### config.mk
export PLATFORM = sky130hd
export DESIGN_NAME = uart_ring_buffer_pair
export DESIGN_NICKNAME = d
export VERILOG_FILES = /design/src/urbp_pkg.sv /design/src/urbp_ring.sv /design/src/uart_ring_buffer_pair.sv
export SDC_FILE = /design/constraint.sdc
export NUM_CORES = 1
export LEC_CHECK = 0
export BUFFER_PORTS_ARGS = -buffer_cell sky130_fd_sc_hd__buf_2
export CORE_ASPECT_RATIO = 0.6
export CORE_UTILIZATION = 51
export DETAILED_ROUTE_END_ITERATION = 8
export GPL_ROUTABILITY_DRIVEN = 0
export PLACE_DENSITY_LB_ADDON = 0.15
export SLEW_MARGIN = 10
export SYNTH_ARGS = -nofsm -noshare
export SYNTH_HDL_FRONTEND = slang
export SYNTH_SLANG_ARGS = --single-unit
### constraint.sdc
create_clock -name clk -period 4.13 [get_ports clk]
set_clock_uncertainty 0.15 [all_clocks]
set_input_delay 0.413 -clock clk [delete_from_list [all_inputs] [get_ports clk]]
set_output_delay 0.413 -clock clk [all_outputs]
set_load 0.01 [all_outputs]
### src/urbp_pkg.sv
// ----------------------------------------------------------------------------
// urbp_pkg
// Shared types and constants for the UART transmit/receive ring buffer pair.
// ----------------------------------------------------------------------------
package urbp_pkg;

  localparam int TX_DEPTH_DEF = 16;
  localparam int RX_DEPTH_DEF = 16;
  localparam int BYTE_W       = 8;

  // Request codes carried on in_req_type
  typedef enum logic [1:0] {
    REQ_HOST_WRITE = 2'd0,
    REQ_HOST_READ  = 2'd1,
    REQ_LINE_RX    = 2'd2,
    REQ_TX_READY   = 2'd3
  } req_t;

  // Ring status seen by the control logic before the current item
  typedef struct packed {
    logic empty;     // pointers equal
    logic full;      // advancing the write pointer would meet the read pointer
    logic last_one;  // one pop would empty the ring
  } ring_stat_t;

  // Flags of one item held while its ring read completes
  typedef struct packed {
    logic accepted;
    logic read_valid;
    logic tx_valid;
    logic rx_dropped;
    logic rx_available;
    logic tx_irq_enabled;
    logic data_received;
  } stage_t;

endpackage

### src/urbp_ring.sv
// ----------------------------------------------------------------------------
// urbp_ring
// Circular byte buffer: one synchronous memory, write and read pointers
// that wrap at DEPTH, registered read data.
// ----------------------------------------------------------------------------
module urbp_ring
  import urbp_pkg::*;
#(
  parameter int DEPTH = TX_DEPTH_DEF
) (
  input  logic              clk,
  input  logic              rst_n,
  input  logic              push,
  input  logic [BYTE_W-1:0] push_data,
  input  logic              pop,
  output ring_stat_t        stat,
  output logic [BYTE_W-1:0] rd_data
);

  localparam int PTR_W = (DEPTH > 1) ? $clog2(DEPTH) : 1;
  localparam logic [PTR_W-1:0] PTR_LAST = PTR_W'(DEPTH - 1);

  logic [BYTE_W-1:0] mem [DEPTH];
  logic [BYTE_W-1:0] rd_data_r;
  logic [PTR_W-1:0]  wr_ptr_r, wr_ptr_nxt;
  logic [PTR_W-1:0]  rd_ptr_r, rd_ptr_nxt;
  logic [PTR_W-1:0]  wr_inc, rd_inc;

  // Wrap by compare so any depth works
  assign wr_inc = (wr_ptr_r == PTR_LAST) ? '0 : wr_ptr_r + 1'b1;
  assign rd_inc = (rd_ptr_r == PTR_LAST) ? '0 : rd_ptr_r + 1'b1;

  assign stat.empty    = (wr_ptr_r == rd_ptr_r);
  assign stat.full     = (wr_inc == rd_ptr_r);
  assign stat.last_one = (rd_inc == wr_ptr_r);

  always_comb begin
    wr_ptr_nxt = push ? wr_inc : wr_ptr_r;
    rd_ptr_nxt = pop  ? rd_inc : rd_ptr_r;
  end

  always_ff @(posedge clk) begin
    if (!rst_n) begin
      wr_ptr_r <= '0;
      rd_ptr_r <= '0;
    end else begin
      wr_ptr_r <= wr_ptr_nxt;
      rd_ptr_r <= rd_ptr_nxt;
    end
  end

  // Memory: write at the write pointer, registered read at the read pointer
  always_ff @(posedge clk) begin
    if (push) begin
      mem[wr_ptr_r] <= push_data;
    end
    if (pop) begin
      rd_data_r <= mem[rd_ptr_r];
    end
  end

  assign rd_data = rd_data_r;

endmodule

### src/uart_ring_buffer_pair.sv
// ----------------------------------------------------------------------------
// uart_ring_buffer_pair
// Transmit and receive byte rings for a UART, driven by one request channel.
// ----------------------------------------------------------------------------
// Usage:
//   The in_ channel carries one request item: host write, host read, line
//   byte received or transmitter ready (in_req_type), with in_data_byte and
//   in_write_last. Each item yields exactly one result item on the out_
//   channel: write accept, read data, transmit byte, drop flag and status.
//   Each ring holds DEPTH-1 bytes; a write to a full transmit ring is
//   refused (out_accepted low) and the host retries.
//   On acceptance the pointers update, the ring memory read is issued and
//   the item enters the read stage; the registered read data is then
//   captured into the output register when the read stage moves on.
//   Throughput: one item per cycle while out_stall stays low, set by the
//   single read port of each ring memory and the pointer update.
//   When the receiver stalls, the output register holds its item and one
//   more item may be taken into the read stage; in_stall then rises.
//   Reset (rst_n low, synchronous) empties both rings, clears the transmit
//   interrupt enable and the data-received flag, and drops pending items.
// ----------------------------------------------------------------------------
module uart_ring_buffer_pair
  import urbp_pkg::*;
#(
  parameter int TX_DEPTH = TX_DEPTH_DEF,
  parameter int RX_DEPTH = RX_DEPTH_DEF
) (
  input  logic              clk,
  input  logic              rst_n,
  // request channel
  input  logic              in_valid,
  output logic              in_stall,
  input  logic [1:0]        in_req_type,
  input  logic [BYTE_W-1:0] in_data_byte,
  input  logic              in_write_last,
  // result channel
  output logic              out_valid,
  input  logic              out_stall,
  output logic              out_accepted,
  output logic [BYTE_W-1:0] out_read_data,
  output logic              out_read_valid,
  output logic [BYTE_W-1:0] out_tx_byte,
  output logic              out_tx_valid,
  output logic              out_rx_dropped,
  output logic              out_rx_available,
  output logic              out_tx_irq_enabled,
  output logic              out_data_received
);

  req_t              kind;
  logic              in_acc;
  logic              tx_push, tx_pop, rx_push, rx_pop;
  ring_stat_t        tx_stat, rx_stat;
  logic [BYTE_W-1:0] tx_rd_data, rx_rd_data;

  logic              tx_en_r, tx_en_nxt;
  logic              got_r, got_nxt;

  logic              stage_valid_r, stage_valid_nxt;
  stage_t            stage_r, stage_nxt;
  logic              move;

  logic              out_valid_r, out_valid_nxt;
  stage_t            out_flags_r;
  logic [BYTE_W-1:0] out_read_data_r, out_tx_byte_r;

  assign kind = req_t'(in_req_type);

  // Stage advances into the output register when that register is free
  // or is being emptied this cycle.
  assign move     = stage_valid_r && (!out_valid_r || !out_stall);
  assign in_stall = stage_valid_r && !move;
  assign in_acc   = in_valid && !in_stall;

  // Ring operations for the accepted item
  assign tx_push = in_acc && (kind == REQ_HOST_WRITE) && !tx_stat.full;
  assign tx_pop  = in_acc && (kind == REQ_TX_READY)   && !tx_stat.empty;
  assign rx_push = in_acc && (kind == REQ_LINE_RX)    && !rx_stat.full;
  assign rx_pop  = in_acc && (kind == REQ_HOST_READ)  && !rx_stat.empty;

  urbp_ring #(.DEPTH(TX_DEPTH)) u_tx_ring (
    .clk       (clk),
    .rst_n     (rst_n),
    .push      (tx_push),
    .push_data (in_data_byte),
    .pop       (tx_pop),
    .stat      (tx_stat),
    .rd_data   (tx_rd_data)
  );

  urbp_ring #(.DEPTH(RX_DEPTH)) u_rx_ring (
    .clk       (clk),
    .rst_n     (rst_n),
    .push      (rx_push),
    .push_data (in_data_byte),
    .pop       (rx_pop),
    .stat      (rx_stat),
    .rd_data   (rx_rd_data)
  );

  // Flags and stage contents for the accepted item
  always_comb begin
    tx_en_nxt = tx_en_r;
    if (tx_push && in_write_last) begin
      tx_en_nxt = 1'b1;
    end else if (in_acc && (kind == REQ_TX_READY) && tx_stat.empty) begin
      // nothing left to send: drop the interrupt enable
      tx_en_nxt = 1'b0;
    end
    got_nxt = got_r | rx_push;

    stage_nxt.accepted       = tx_push;
    stage_nxt.read_valid     = rx_pop;
    stage_nxt.tx_valid       = tx_pop;
    stage_nxt.rx_dropped     = in_acc && (kind == REQ_LINE_RX) && rx_stat.full;
    // a push never empties the ring; a pop empties it only from one entry
    stage_nxt.rx_available   = rx_push || (rx_pop ? !rx_stat.last_one : !rx_stat.empty);
    stage_nxt.tx_irq_enabled = tx_en_nxt;
    stage_nxt.data_received  = got_nxt;

    if (in_acc) begin
      stage_valid_nxt = 1'b1;
    end else if (move) begin
      stage_valid_nxt = 1'b0;
    end else begin
      stage_valid_nxt = stage_valid_r;
    end

    if (move) begin
      out_valid_nxt = 1'b1;
    end else if (out_valid_r && !out_stall) begin
      out_valid_nxt = 1'b0;
    end else begin
      out_valid_nxt = out_valid_r;
    end
  end

  // Control state
  always_ff @(posedge clk) begin
    if (!rst_n) begin
      tx_en_r       <= 1'b0;
      got_r         <= 1'b0;
      stage_valid_r <= 1'b0;
      out_valid_r   <= 1'b0;
    end else begin
      tx_en_r       <= tx_en_nxt;
      got_r         <= got_nxt;
      stage_valid_r <= stage_valid_nxt;
      out_valid_r   <= out_valid_nxt;
    end
  end

  // Payload: hold the stage until it moves, zero bytes not tied to the request
  always_ff @(posedge clk) begin
    if (in_acc) begin
      stage_r <= stage_nxt;
    end
    if (move) begin
      out_flags_r     <= stage_r;
      out_read_data_r <= stage_r.read_valid ? rx_rd_data : '0;
      out_tx_byte_r   <= stage_r.tx_valid   ? tx_rd_data : '0;
    end
  end

  assign out_valid          = out_valid_r;
  assign out_accepted       = out_flags_r.accepted;
  assign out_read_data      = out_read_data_r;
  assign out_read_valid     = out_flags_r.read_valid;
  assign out_tx_byte        = out_tx_byte_r;
  assign out_tx_valid       = out_flags_r.tx_valid;
  assign out_rx_dropped     = out_flags_r.rx_dropped;
  assign out_rx_available   = out_flags_r.rx_available;
  assign out_tx_irq_enabled = out_flags_r.tx_irq_enabled;
  assign out_data_received  = out_flags_r.data_received;

endmodule

Yosys cells after proc, flatten, opt, wreduce, memory -nomap -nowiden
Memories as Yosys holds them, arrays and structs flattened. A register that Yosys moved wholly into a read port is not among the register bits.
Index checks and enable logic that the tools add are counted.
- register bits: 50
- bits in writable memories: 256
- input port bits: 15
- output and inout port bits: 25
- word-level logic and storage cells: 87
- memories kept: 2
- add/subtract/negate cells: 4
- equality and inequality tests: 12
- multiplexer cells: 15
- bitwise operators: 1
- reductions and logical operators: 29
- memory list (memory ; words ; bits a word ; rd ports ; clocked after memory_dff ; wr ports ; RTL line ; text):
    u_rx_ring.mem ; 16 ; 8 ; 1 ; 1 ; 1 ; urbp_ring.sv:23 ; logic [BYTE_W-1:0] mem [DEPTH];
    u_tx_ring.mem ; 16 ; 8 ; 1 ; 1 ; 1 ; urbp_ring.sv:23 ;
- operators with widths (cell ; count):
    equality test 4 bit ; 5
    adder 4 x 1 -> 4 bit, second input constant ; 4
    equality test 4 bit, second input constant ; 4
    2-to-1 mux 4 bit ; 4
    logical AND 1 bit ; 15
    2-to-1 mux 1 bit ; 11
    zero test 1 bit ; 9
    equality test 2 bit, second input constant ; 2
    nonzero test 2 bit ; 2
    equality test 2 x 1 -> 1 bit, second input constant ; 1
    zero test 2 bit ; 1
    logical OR 1 bit ; 2
    bitwise OR 1 bit ; 1

Depth between registers and ports, before layout
- word-level depth: 11
- gate-level depth with buffers: 9

Cells and area by module
From an unflattened synthesis, not the netlist that was laid out.
- cells, all modules: 734
- area total of the unflattened synthesis: 13191.4 um2
- by module, submodules not included (module ; times used ; cells each ; area an instance (um2) ; sequential area each (um2)):
    urbp_ring ; 2 ; 328 ; 5957.0 ; 4244.1
    uart_ring_buffer_pair ; 1 ; 78 ; 1277.5 ; 980.9

Worst setup path after synthesis
OpenSTA, ideal clock, no wires.
- path type: register -> register
- start: reg u_rx_ring.wr_ptr_r[0]
- end: mem u_rx_ring.mem[1][0], enable pin
- setup time: 398 ps
- data arrival time: 2487 ps
- data required time: 3582 ps
- path slack: 1095 ps
- stages on the path, launching flop included: 8
- path buffers: 1
- path through: dfxtp_1 -> ha_1 -> clkbuf_1 -> a21oi_1 -> a211oi_2 -> xnor2_2 -> o21ai_2 -> nor4b_1
- cells in the longest elaborated chain, start to end: 7
- elaborated cells on any way between the ends: 8
- classes of those cells: add/sub (1); eq/ne (2); mux (3); reduce/logical (2)
- RTL lines (what ; RTL line ; text):
    from (decl) ; urbp_ring.sv:25 ; logic [PTR_W-1:0] wr_ptr_r, wr_ptr_nxt;
    from (signal assigned) ; urbp_ring.sv:47 ; wr_ptr_r <= wr_ptr_nxt;
    adder 4 x 1 -> 4 bit / equality test 4 bit (equally long branches) ; urbp_ring.sv:30 ; assign wr_inc = (wr_ptr_r == PTR_LAST) ? '0 : wr_ptr_r + 1'b1;
    2-to-1 mux 4 bit ; urbp_ring.sv:30 ;
    equality test 4 bit ; urbp_ring.sv:34 ; assign stat.full = (wr_inc == rd_ptr_r);
    zero test 1 bit ; uart_ring_buffer_pair.sv:78 ; assign rx_push = in_acc && (kind == REQ_LINE_RX) && !rx_stat.full;
    logical AND 1 bit ; uart_ring_buffer_pair.sv:78 ;
    2-to-1 mux 1 bit ; urbp_ring.sv:54 ; if (push) begin
    2-to-1 mux 1 bit (not written as such) ; urbp_ring.sv:55 ; mem[wr_ptr_r] <= push_data;
    to (decl) ; urbp_ring.sv:23 ;
Several ways; a longest one is shown, not always the timed one.

Worst setup path in the final report
- start: reg u_rx_ring.wr_ptr_r[0]
- end: mem u_rx_ring.mem[15][4], enable pin
The elaborated chain is that of the path after synthesis.

==> impl_summary.md <==
Status
The run finished with clean final reports.

Power
The share of power burned in registers is between 50 and 60%. Across the VDD grid, the largest voltage drop is approximately 0.26 mV. The net switching power figure is approximately 1.3 mW. For this design the static power due to leakage is ~4.7 nW. In this run, the combinational gates consume under 10% of the power. The internal portion of the total power is between 5 and 6 mW.

The fraction of power spent switching nets is between 10% and 20%. The clock share of power is approximately 41%. The post-route total power is ~6.4 mW. Power spread over the standard cell area amounts to roughly 440 nW/um^2.

Placed design
The detailed placer's ending HPWL is 18330 um. The total placed instance area is 13600 sq um. The number of cells after detailed placement is 1047. The number of I/O port buffers is 39. The pre-CTS worst setup slack is between 0.9 and 1 ns.

Die
The core outline area is around 25000 sq um. The die is roughly 210 um wide. The die covers approximately 26000 sq um. The I/O pin count is 40. The row count is 45.

The die is between 100 and 150 um tall. Once the floorplan was initialized, standard cells occupied 51.84% of the core.

Critical path
The worst register-to-register path has a setup slack of between 0.9 and 1 ns. The peak per-stage delay on the critical path is roughly 0.63 ns. Data on the critical path is required at its endpoint by 4.16 ns. The arrival time of the worst setup path is around 3.2 ns.

The kind of cell with the highest combined delay along the critical path is compound AO/OA/AOI/OAI gates. The setup path with the least slack is of type flip-flop to flip-flop. STA classifies the critical path startpoint as a flip-flop.

STA classifies the critical path endpoint as a flip-flop. The combined buffer and inverter count along the critical path is 0. The critical path goes through ha_1, a21oi_1, a211oi_2, xnor2_2, o21ai_2, nor2_1. In this run the worst path has a maximum fanout of 12. The cell with the largest stage delay on the worst path is nor2_1.

Final layout
Relative to the synthesized area, the layout overhead comes to 10.99%. The post-route non-filler standard cell count is around 1100. In the final design database the tool counted a little under 800 nets.

After routing the design area is ~15000 sq um. The filler cell count in the final layout is 1855. The share of the core filled with cells in the final layout is between 50% and 60%. The post-route netlist has 21.63% of its cells at a drive strength greater than 1.

STA
Setup repair after global routing left no endpoint under its margin. The sum of negative setup slack is 0 ns. The final period demand of the worst path is 3.172 ns. The worst hold slack after final layout is around 0.078 ns. The slew at the pin closest to its max-slew limit is between 1 and 1.5 ns. The count of final hold-check violations is 0. The headroom to the max-slew limit is a little under a quarter. The number of setup violations in the final report is 0. Dividing the final minimum period by the clock period gives between 70 and 80%. The worst path meets setup with 0.9582 ns of slack.

The number of slew-limit violations in the final report was 0. Derived from the worst setup path, the maximum achievable clock frequency is ~0.32 GHz.

Detailed routing
After the first detailed-routing iteration, the DRC count stood at around 780. Before antenna repair, the detailed router went through 5 iterations. In this run the remaining antenna-violating nets after routing total 0.

The per-cell via count in the routed design is between 6 and 7. The number of remaining DRC errors is 0. The total via count after detailed routing is ~6700.

The total wire length after detailed routing is about 28000 um. Dividing the detail-routed wire length by the instance count gives ~26 um.

Clock network
The number of clock buffers added by TritonCTS is 29. In this run the deepest clock path goes through 3 buffers. CTS saw 322 sinks.

Once the clock tree was built, the resizer swapped 0 gates to a different size. CTS built an H-tree with a depth of 1. The clock reaches the later pin of the worst-skew pair after 0.55 ns. The tree is rooted in a clkbuf_16. After clock tree synthesis, the clock-pin slew on the worst setup and hold paths is ~0.060 ns. TritonCTS built the clock tree.

Logic synthesis
Of the total synthesized cell area, the portion taken by full adders, half adders and majority gates is between 1 and 1.5%. In this run, synthesis produced a sequential element count of between 300 and 400. The share of Yosys cell area claimed by the top area cell type is 69.20%. Summing the areas of all compound-gate instances in the mapped netlist gives 3.724% of the synthesized area. The number of unique standard cell types used by synthesis is between 50 and 60. The synthesized netlist devotes between 6 and 7% of its cell area to simple gates. The library cell with the highest instance count after synthesis is edfxtp_1. The warning count from the yosys run is 0. By area the synthesized netlist is led by edfxtp_1 (69%), mux4_2 (11%), dfxtp_1 (3.1%). The largest total area in the synthesized netlist belongs to edfxtp_1. The post-synthesis share of cell area spent on xor and xnor gates is approximately 1.6%.

After synthesis, the share of cell area in mux cells is ~13%. The flip-flop cell with the highest count after synthesis is edfxtp_1. Counting instances in the post-synthesis netlist gives the leading cell types as edfxtp_1 (302), mux4_2 (64), a21oi_1 (25), mux2i_1 (25). The share of flip-flops with an asynchronous set or reset after synthesis is 0%. Synthesis produced a netlist whose cell count is about 710. Counting flops with a built-in enable in the synthesized netlist gives about 300. The sequential cell area fraction in the yosys report is between 70% and 80%.

Synthesis produced a netlist with a net count of between 700 and 800. The cell area after technology mapping is approximately 13000 sq um. The main combinational cell family by area after synthesis is multiplexers. The mean instance size in the synthesized netlist is between 15 and 20 sq um.

Global route
The largest net degree at the start of global routing is 38. The first global-routing pass estimated roughly 42000 um of wire. The total grt overflow is 0. The number of antenna violations at the first check in global routing is 0. Global routing used between 20 and 25% of the available tracks across all layers. The via count of the first global-routing pass is roughly 6500.

Job
The number of max-capacitance violations reported is 0.

Hold path
The type of the worst min-delay path is input pin to flip-flop.
-- worst reg2reg max path: stages (launching register included) --
cell,delay (ns)
dfxtp_1,0.60
ha_1,0.42
a21oi_1,0.12
a211oi_2,0.40
xnor2_2,0.25
o21ai_2,0.24
nor2_1,0.63
-- registers in the layout, summed over array words and instances, names as in the netlist, 4 cells and up --
register	count
u_tx_ring.rd_ptr_r	4
u_rx_ring.mem	128
stage_r	7
u_rx_ring.rd_ptr_r	4
u_tx_ring.rd_data	8
u_tx_ring.mem	128
u_rx_ring.wr_ptr_r	4
out_tx_byte	8
u_rx_ring.rd_data	8
out_read_data	8
u_tx_ring.wr_ptr_r	4
-- repair_timing --
item	4_1_cts	5_1_grt
hold buffers	1	0
hold endpoints to repair	1	0
buffers inserted	0	0
-- area by class of cell --
type	count	area (sq um)	share of cell area, %
Clock inverter	7	83.83	0.5763
Antenna cell	2	5.005	0.03441
Multi-Input combinational cell	333	3379	23.23
Sequential cell	322	9472	65.12
Timing Repair Buffer	53	302.8	2.082
Clock buffer	46	849.6	5.841
Inverter	11	41.29	0.2839
Tap cell	329	411.6	2.830
-- kinds of logic after synthesis --
kind of cell | Yosys count
compound gates | 71
xor+xnor | 21
fa+ha+maj | 11
buf+inv | 53
flops | 322
mux | 90
simple gates | 140
-- placed cells by master (no fill, tap or decap), drive strengths merged, types with 4 or more instances in the layout --
cell    synthesis  final
and2           21     21
a211oi         17     17
xnor2          17     17
ha             11     11
a21oi          25     25
nor2           11     11
dfxtp          20     20
edfxtp        302    302
and3           21     21
and4            4      4
and4b           7      7
clkinv          0      5
o21ai           7      7
mux2i          25     25
o211ai          4      4
buf            27     52
nor3            5      5
nand3          11     11
inv            11     11
nor4b           4      4
mux4           64     64
clkbuf         15     46
nand2          20     20
nor2b          20     20
-- power by group through the flow --
stage	Clock [mW]	Sequential (mW)	Combinational, mW
floorplan	0	3.68	0.0825
global placement	0	3.68	0.178
detailed placement	0	3.68	0.181
CTS	2.70	3.61	0.182
global route	2.82	3.61	0.196
finish	2.66	3.61	0.181
-- metal layers --
metal | up-vias | GRT usage (%) | wire length [um]
met3 | 38 | 5.411 | 2671
met2 | 288 | 28.49 | 11090
met4 | 0 | 3.893 | 436
met5 | - | 0 | 0
li1 | 2915 | - | -
met1 | 3430 | 37.47 | 14110
-- path summary, 6_finish.rpt --
check	start	end	depth (start not counted)
setup / recovery	u_rx_ring.wr_ptr_r[0]$_SDFFE_PN0P_	u_rx_ring.mem[15][4]$_DFFE_PP_	6
hold / removal	in_write_last	tx_en_r$_SDFF_PN0_	3
setup reg to reg	u_rx_ring.wr_ptr_r[0]$_SDFFE_PN0P_	u_rx_ring.mem[15][4]$_DFFE_PP_	6
hold reg to reg	stage_r[2]$_DFFE_PP_	out_rx_available$_DFFE_PP_	0
Power figures use the tool's default switching activity.
